===== config.mk =====
export PLATFORM = sky130hd
export DESIGN_NAME = etc_timebase
export DESIGN_NICKNAME = d
export VERILOG_FILES = /design/src/rtl/etc_pkg.sv /design/src/rtl/etc_timebase.sv
export SDC_FILE = /design/constraint.sdc
export NUM_CORES = 2
export LEC_CHECK = 0
export BUFFER_PORTS_ARGS = -buffer_cell sky130_fd_sc_hd__buf_4
export CAP_MARGIN = 15
export CORE_MARGIN = 2
export CORE_UTILIZATION = 39
export DETAILED_ROUTE_END_ITERATION = 10
export REMOVE_ABC_BUFFERS = 1
export SKIP_CTS_REPAIR_TIMING = 1
export SLEW_MARGIN = 20
export SYNTH_ARGS = -nofsm -noshare
export SYNTH_HDL_FRONTEND = slang
export SYNTH_SLANG_ARGS = --single-unit

===== constraint.sdc =====
create_clock -name clk -period 15.8 [get_ports clk]
set_input_delay 1.58 -clock clk [delete_from_list [all_inputs] [get_ports clk]]
set_output_delay 1.58 -clock clk [all_outputs]
set_load 0.02 [all_outputs]

===== src/rtl/etc_pkg.sv =====
// Package: shared types and constants of the extended timebase clock.
package etc_pkg;

    localparam int unsigned RAW_W    = 32;
    localparam int unsigned TICK_W   = 64;
    localparam int unsigned PERIOD_W = 8;

    localparam logic [PERIOD_W-1:0] RESET_TICK_PERIOD = 8'd5;

    typedef enum logic [2:0] {
        ACT_SAMPLE   = 3'd0,
        ACT_SET_TIME = 3'd1,
        ACT_ADJUST   = 3'd2,
        ACT_CAPTURE  = 3'd3,
        ACT_CONVERT  = 3'd4,
        ACT_ORIGIN   = 3'd5
    } action_t;

    typedef struct packed {
        action_t                   action;
        logic [RAW_W-1:0]          raw_count;
        logic [RAW_W-1:0]          capture_count;
        logic signed [TICK_W-1:0]  set_time_ns;
        logic signed [TICK_W-1:0]  adjust_ns;
        logic [TICK_W-1:0]         tick_value;
    } item_t;

    typedef struct packed {
        logic [TICK_W-1:0] tick_count;
        logic [TICK_W-1:0] time_ns;
    } result_t;

    typedef struct packed {
        logic [PERIOD_W-1:0] tick_period_ns;
    } cfg_t;

    // Controls from the handshake logic to the timebase state.
    typedef struct packed {
        logic load;
        logic rescale;
    } ctrl_t;

endpackage


===== src/rtl/etc_timebase.sv =====
// Module: timebase state and per-request tick and time arithmetic.
module etc_timebase (
    input  logic                          clk,
    input  logic                          rst_n,
    input  etc_pkg::ctrl_t                ctrl,
    input  etc_pkg::item_t                item,
    input  logic [etc_pkg::PERIOD_W-1:0]  period,
    output etc_pkg::result_t              result
);
    import etc_pkg::*;

    // Timebase state; scaled_reg tracks ticks_reg * period modulo 2^64.
    logic [TICK_W-1:0] ticks_reg, ticks_next;
    logic [TICK_W-1:0] scaled_reg, scaled_next;
    logic [TICK_W-1:0] base_reg, base_next;
    logic [RAW_W-1:0]  last_reg, last_next;

    logic [RAW_W-1:0]         delta;
    logic signed [RAW_W+8:0]  delta_prod;
    logic [TICK_W-1:0]        delta_ext;
    logic [TICK_W-1:0]        delta_scaled;
    logic [TICK_W-1:0]        ticks_adv;
    logic [TICK_W-1:0]        scaled_adv;
    logic [TICK_W-1:0]        conv_scaled;
    logic [TICK_W-1:0]        rescaled;
    logic [TICK_W-1:0]        base_adj;

    // Signed 32-bit step from the last sample, for the counter or a capture.
    always_comb
    begin
        if (item.action == ACT_CAPTURE)
        begin
            delta = item.capture_count - last_reg;
        end
        else
        begin
            delta = item.raw_count - last_reg;
        end
    end

    assign delta_prod   = $signed(delta) * $signed({1'b0, period});
    assign delta_ext    = {{(TICK_W-RAW_W){delta[RAW_W-1]}}, delta};
    assign delta_scaled = {{(TICK_W-RAW_W-9){delta_prod[RAW_W+8]}}, delta_prod};
    assign ticks_adv    = ticks_reg + delta_ext;
    assign scaled_adv   = scaled_reg + delta_scaled;
    assign conv_scaled  = item.tick_value * {{(TICK_W-PERIOD_W){1'b0}}, period};
    assign rescaled     = ticks_reg * {{(TICK_W-PERIOD_W){1'b0}}, period};
    assign base_adj     = base_reg + item.adjust_ns;

    // Decode the action into next state and the result.
    always_comb
    begin
        ticks_next        = ticks_reg;
        scaled_next       = scaled_reg;
        base_next         = base_reg;
        last_next         = last_reg;
        result.tick_count = ticks_reg;
        result.time_ns    = scaled_reg + base_reg;
        case (item.action)
            ACT_SAMPLE:
            begin
                ticks_next        = ticks_adv;
                scaled_next       = scaled_adv;
                last_next         = item.raw_count;
                result.tick_count = ticks_adv;
                result.time_ns    = scaled_adv + base_reg;
            end
            ACT_SET_TIME:
            begin
                ticks_next        = ticks_adv;
                scaled_next       = scaled_adv;
                last_next         = item.raw_count;
                base_next         = item.set_time_ns - scaled_adv;
                result.tick_count = ticks_adv;
                result.time_ns    = item.set_time_ns;
            end
            ACT_ADJUST:
            begin
                base_next      = base_adj;
                result.time_ns = scaled_reg + base_adj;
            end
            ACT_CAPTURE:
            begin
                result.tick_count = ticks_adv;
                result.time_ns    = scaled_adv + base_reg;
            end
            ACT_CONVERT:
            begin
                result.tick_count = item.tick_value;
                result.time_ns    = conv_scaled + base_reg;
            end
            ACT_ORIGIN:
            begin
                last_next = item.raw_count;
            end
            default:
            begin
                ticks_next = ticks_reg;
            end
        endcase
    end

    // Advance state on an accepted request; rebuild the scaled ticks after a period change.
    always_ff @(posedge clk or negedge rst_n)
    begin
        if (!rst_n)
        begin
            ticks_reg  <= '0;
            scaled_reg <= '0;
            base_reg   <= '0;
            last_reg   <= '0;
        end
        else if (ctrl.rescale)
        begin
            scaled_reg <= rescaled;
        end
        else if (ctrl.load)
        begin
            ticks_reg  <= ticks_next;
            scaled_reg <= scaled_next;
            base_reg   <= base_next;
            last_reg   <= last_next;
        end
    end

endmodule

==> impl_metrics.py <==
metrics = {
    "drt": {
        "routed.top_layer": "met5",
        "routed_met1_length_um": 107500,
        "drtIter0Drc": 4774,
        "met2_wirelength_um": 136900,
        "via_count": 70690,
        "postRouteWirelength_um": 282600,
        "detail_route.vias_per_cell": 5.639,
        "route.detailed.wl_per_inst_um": 22.55,
        "antenna_violating_nets_post_route": 0,
        "remaining_drc_errors": 0,
        "drt_pass1_iterations": 9,
        "met3_wirelength_um": 16300,
    },
    "floorplanning": {
        "initial_utilization": 0.3922,
        "design.portCount": 399,
        "core_area_mm2": 0.1876,
        "die_area_mm2": 0.1921,
        "die_w_um": 438.3,
        "fp-row-count": 159,
        "chipHeight_um": 438.3,
    },
    "synthesis": {
        "synthArstFlopShare": 1.000,
        "yosys_most_used_dff": "dfrtp_1",
        "yosysTopAreaCellShare": 0.2620,
        "count_of_different_cell_masters_after_synthesis": 101,
        "synth.largest_area_cell": "fa_1",
        "number_of_synthesized_flops_with_an_enable_pin": 0,
        "top_area_cells_in_the_synthesized_netlist": "fa_1 (26%), ha_1 (11%), dfrtp_1 (7.6%)",
        "ys.warnings.count": 0,
        "synth_cells": 9338,
        "synth.avg_cell_area_um2": 7.879,
        "synth-seq-area-share": 0.07619,
        "mappedNetlistArea_mm2": 0.07357,
        "ys_ff_latch": 224,
    },
    "sta": {
        "grt_setup_unrepaired": "true",
        "timing.fmax_ghz": 0.06243,
        "final_worst_setup_slack_ps": -217.3,
        "final_hold_viol_count": 0,
        "finalSetupViolCount": 3,
        "slew_worst_pin_ps": 1209,
        "min_period_ps": 16020,
        "final_worst_path_cycle_share": 1.014,
        "timing.slew.headroom": 0.1942,
        "slew_viols_final": 0,
        "skew_ps": 32.35,
    },
    "setup_path": {
        "crit_slowest_cell": "fa_1",
        "critical_path_peak_fanout": 7,
        "timing.critical_path.required_ps": 14220,
        "critPathLaunch": "item[257]",
        "cp_num_cells": 66,
        "max_stage_delay_ps": 530,
        "crit-reg2reg-launch": "last_reg[0]",
        "crit_buf_inv": 11,
        "crit_top_cell": "buf_4",
        "reg2reg_depth": 62,
        "timing_worst_setup_path_type": "primary input to output port",
        "category_of_the_worst_setup_path_launch_point": "primary input",
        "crit_arrival_ps": 14440,
        "cp_capture_type": "output port",
        "cpLargestDelayFamily": "compound AO/OA/AOI/OAI gates",
    },
    "placement": {
        "gp_congestion": 0.9880,
        "detailed_place.area_mm2": 0.08324,
        "place.port_buffers": 398,
        "place_hpwl_um": 230900,
    },
    "clock_tree": {
        "cts_buffers": 39,
        "clock_latency_ps": 640,
        "cts.reportedPaths.clkPinSlew_ps": 60,
        "number_of_clock_sinks": 224,
        "h-tree-depth": 2,
        "tritoncts": "yes",
        "cts.root.buffer_cell": "clkbuf_16",
        "ctsLongestPathBuffers": 3,
    },
    "run_status": {
        "violated_checks": "setup timing",
        "outcome": "complete, but fails checks",
    },
    "finish": {
        "finish.instance_area_mm2": 0.08589,
        "syn2layout_area_growth_pct": 16.75,
        "layout-drive-gt1-share": 0.1524,
        "layout.core_utilization": 0.4579,
        "layout.nets": 11870,
    },
    "hold_path": {
        "hold-path-cell-count": 1,
        "min_path_type": "flop to flop",
        "worstHoldStart": "last_reg[30]",
    },
    "global_routing": {
        "grt_first_pass_wirelength_um": 421900,
        "grt_max_degree": 130,
        "grtUsageTotal": 0.2871,
        "globalRoute.totalOverflow": 0,
        "grt_pass1_vias": 69810,
        "initial_antenna_violation_count": 24,
    },
    "job": {
        "maxCapViolCount": 0,
    },
}
-- worst register-to-register path: cells and delay by family (launching register included) --
kind	cells	cell delay, ps
AOI/OAI and AO/OA	30	5900
adders and majority gates	9	3450
and+or+nand+nor	12	2190
buffers and inverters	8	950
xor gates and xnor gates	3	480
DFF	1	360
-- cell usage after synthesis, types with 72 or more instances --
cell type and n:
a21oi_1 662, and2_1 538, xor2_1 206, nand2b_1 72, o21bai_1 88, a31oi_1 73, ha_1 635, nand3_1 102
a21o_1 379, nand2_1 1310, xnor2_1 342, o211ai_1 78, dfrtp_1 224, nor2_1 359, o21ai_0 573, a211oi_1 106
fa_1 963, o21a_1 85, nor2b_1 89, inv_1 1122, clkbuf_1 429
-- layout make-up --
cell class / instances / area, um2
Fill cell: 18870 / 101700
Tap cell: 2495 / 3122
Inverter: 1123 / 4218
Clock buffer: 50 / 1120
Antenna cell: 11 / 27.53
Timing Repair Buffer: 1139 / 8707
Sequential cell: 224 / 5605
Clock inverter: 17 / 176.4
Multi-Input combinational cell: 7476 / 62920
-- per-stage QoR --
stage,std cells,hold slack (ps),TNS (ps),setup slack (ps)
finish,12540,505.4,-510.8,-217.3
global route,12530,521.0,-7218,-850.1
CTS,12500,507.5,-21260,-1248
detailed placement,12430,494.3,-18550,-1127
global placement,12430,489.4,-16570,-1235
floorplan,8823,479.5,-44830,-2565
-- routing by layer --
metal  global-route usage  up-vias
li1                     -    32520
met1               0.3376    35060
met2               0.4925     2411
met3              0.03672      677
met4               0.1850       28
met5                    0        -
-- final timing paths --
path / to / slack (ps)
max: result[61] / -220
min: last_reg[30] / 510
max reg2reg: base_reg[63] / 2330
min reg2reg: last_reg[30] / 510
max in group asynchronous: ticks_reg[52] / 13390
min in group asynchronous: base_reg[5] / 930
-- cell usage in the layout, fill, tap and decap left out, types with 36 or more instances in the layout --
| master | synthesis | final |
|---|---|---|
| nor2_1 | 359 | 344 |
| nand4_1 | 66 | 66 |
| nand2b_1 | 72 | 71 |
| a21o_1 | 379 | 378 |
| a22oi_1 | 50 | 50 |
| ha_1 | 635 | 620 |
| nor3_1 | 61 | 58 |
| nor2b_1 | 89 | 85 |
| and2_1 | 538 | 537 |
| xor2_1 | 206 | 203 |
| a21oi_2 | 2 | 36 |
| nand3_1 | 102 | 99 |
| o22ai_1 | 59 | 59 |
| o21bai_1 | 88 | 83 |
| fa_1 | 963 | 960 |
| clkbuf_16 | 0 | 42 |
| o211ai_1 | 78 | 78 |
| o21a_1 | 85 | 85 |
| nand2_1 | 1310 | 1295 |
| dfrtp_1 | 224 | 224 |
| o21ai_0 | 573 | 546 |
| a211oi_1 | 106 | 96 |
| inv_1 | 1122 | 1114 |
| o21ai_1 | 27 | 41 |
| xnor2_1 | 342 | 324 |
| a31oi_1 | 73 | 69 |
| and3_1 | 69 | 68 |
| mux2_2 | 71 | 71 |
| buf_4 | 0 | 1117 |
| a21oi_1 | 662 | 623 |
-- kinds of logic after synthesis --
family / synth area share
adders and majority gates: 0.3703
and+or+nand+nor: 0.1764
xor gates and xnor gates: 0.06524
buffers and inverters: 0.08395
DFF: 0.07619
muxes: 0.01468
AOI/OAI and AO/OA: 0.2132
Power is left out: the tool's default activity adds up to more than one toggle a clock period on the data nets, which glitch-free logic cannot reach.
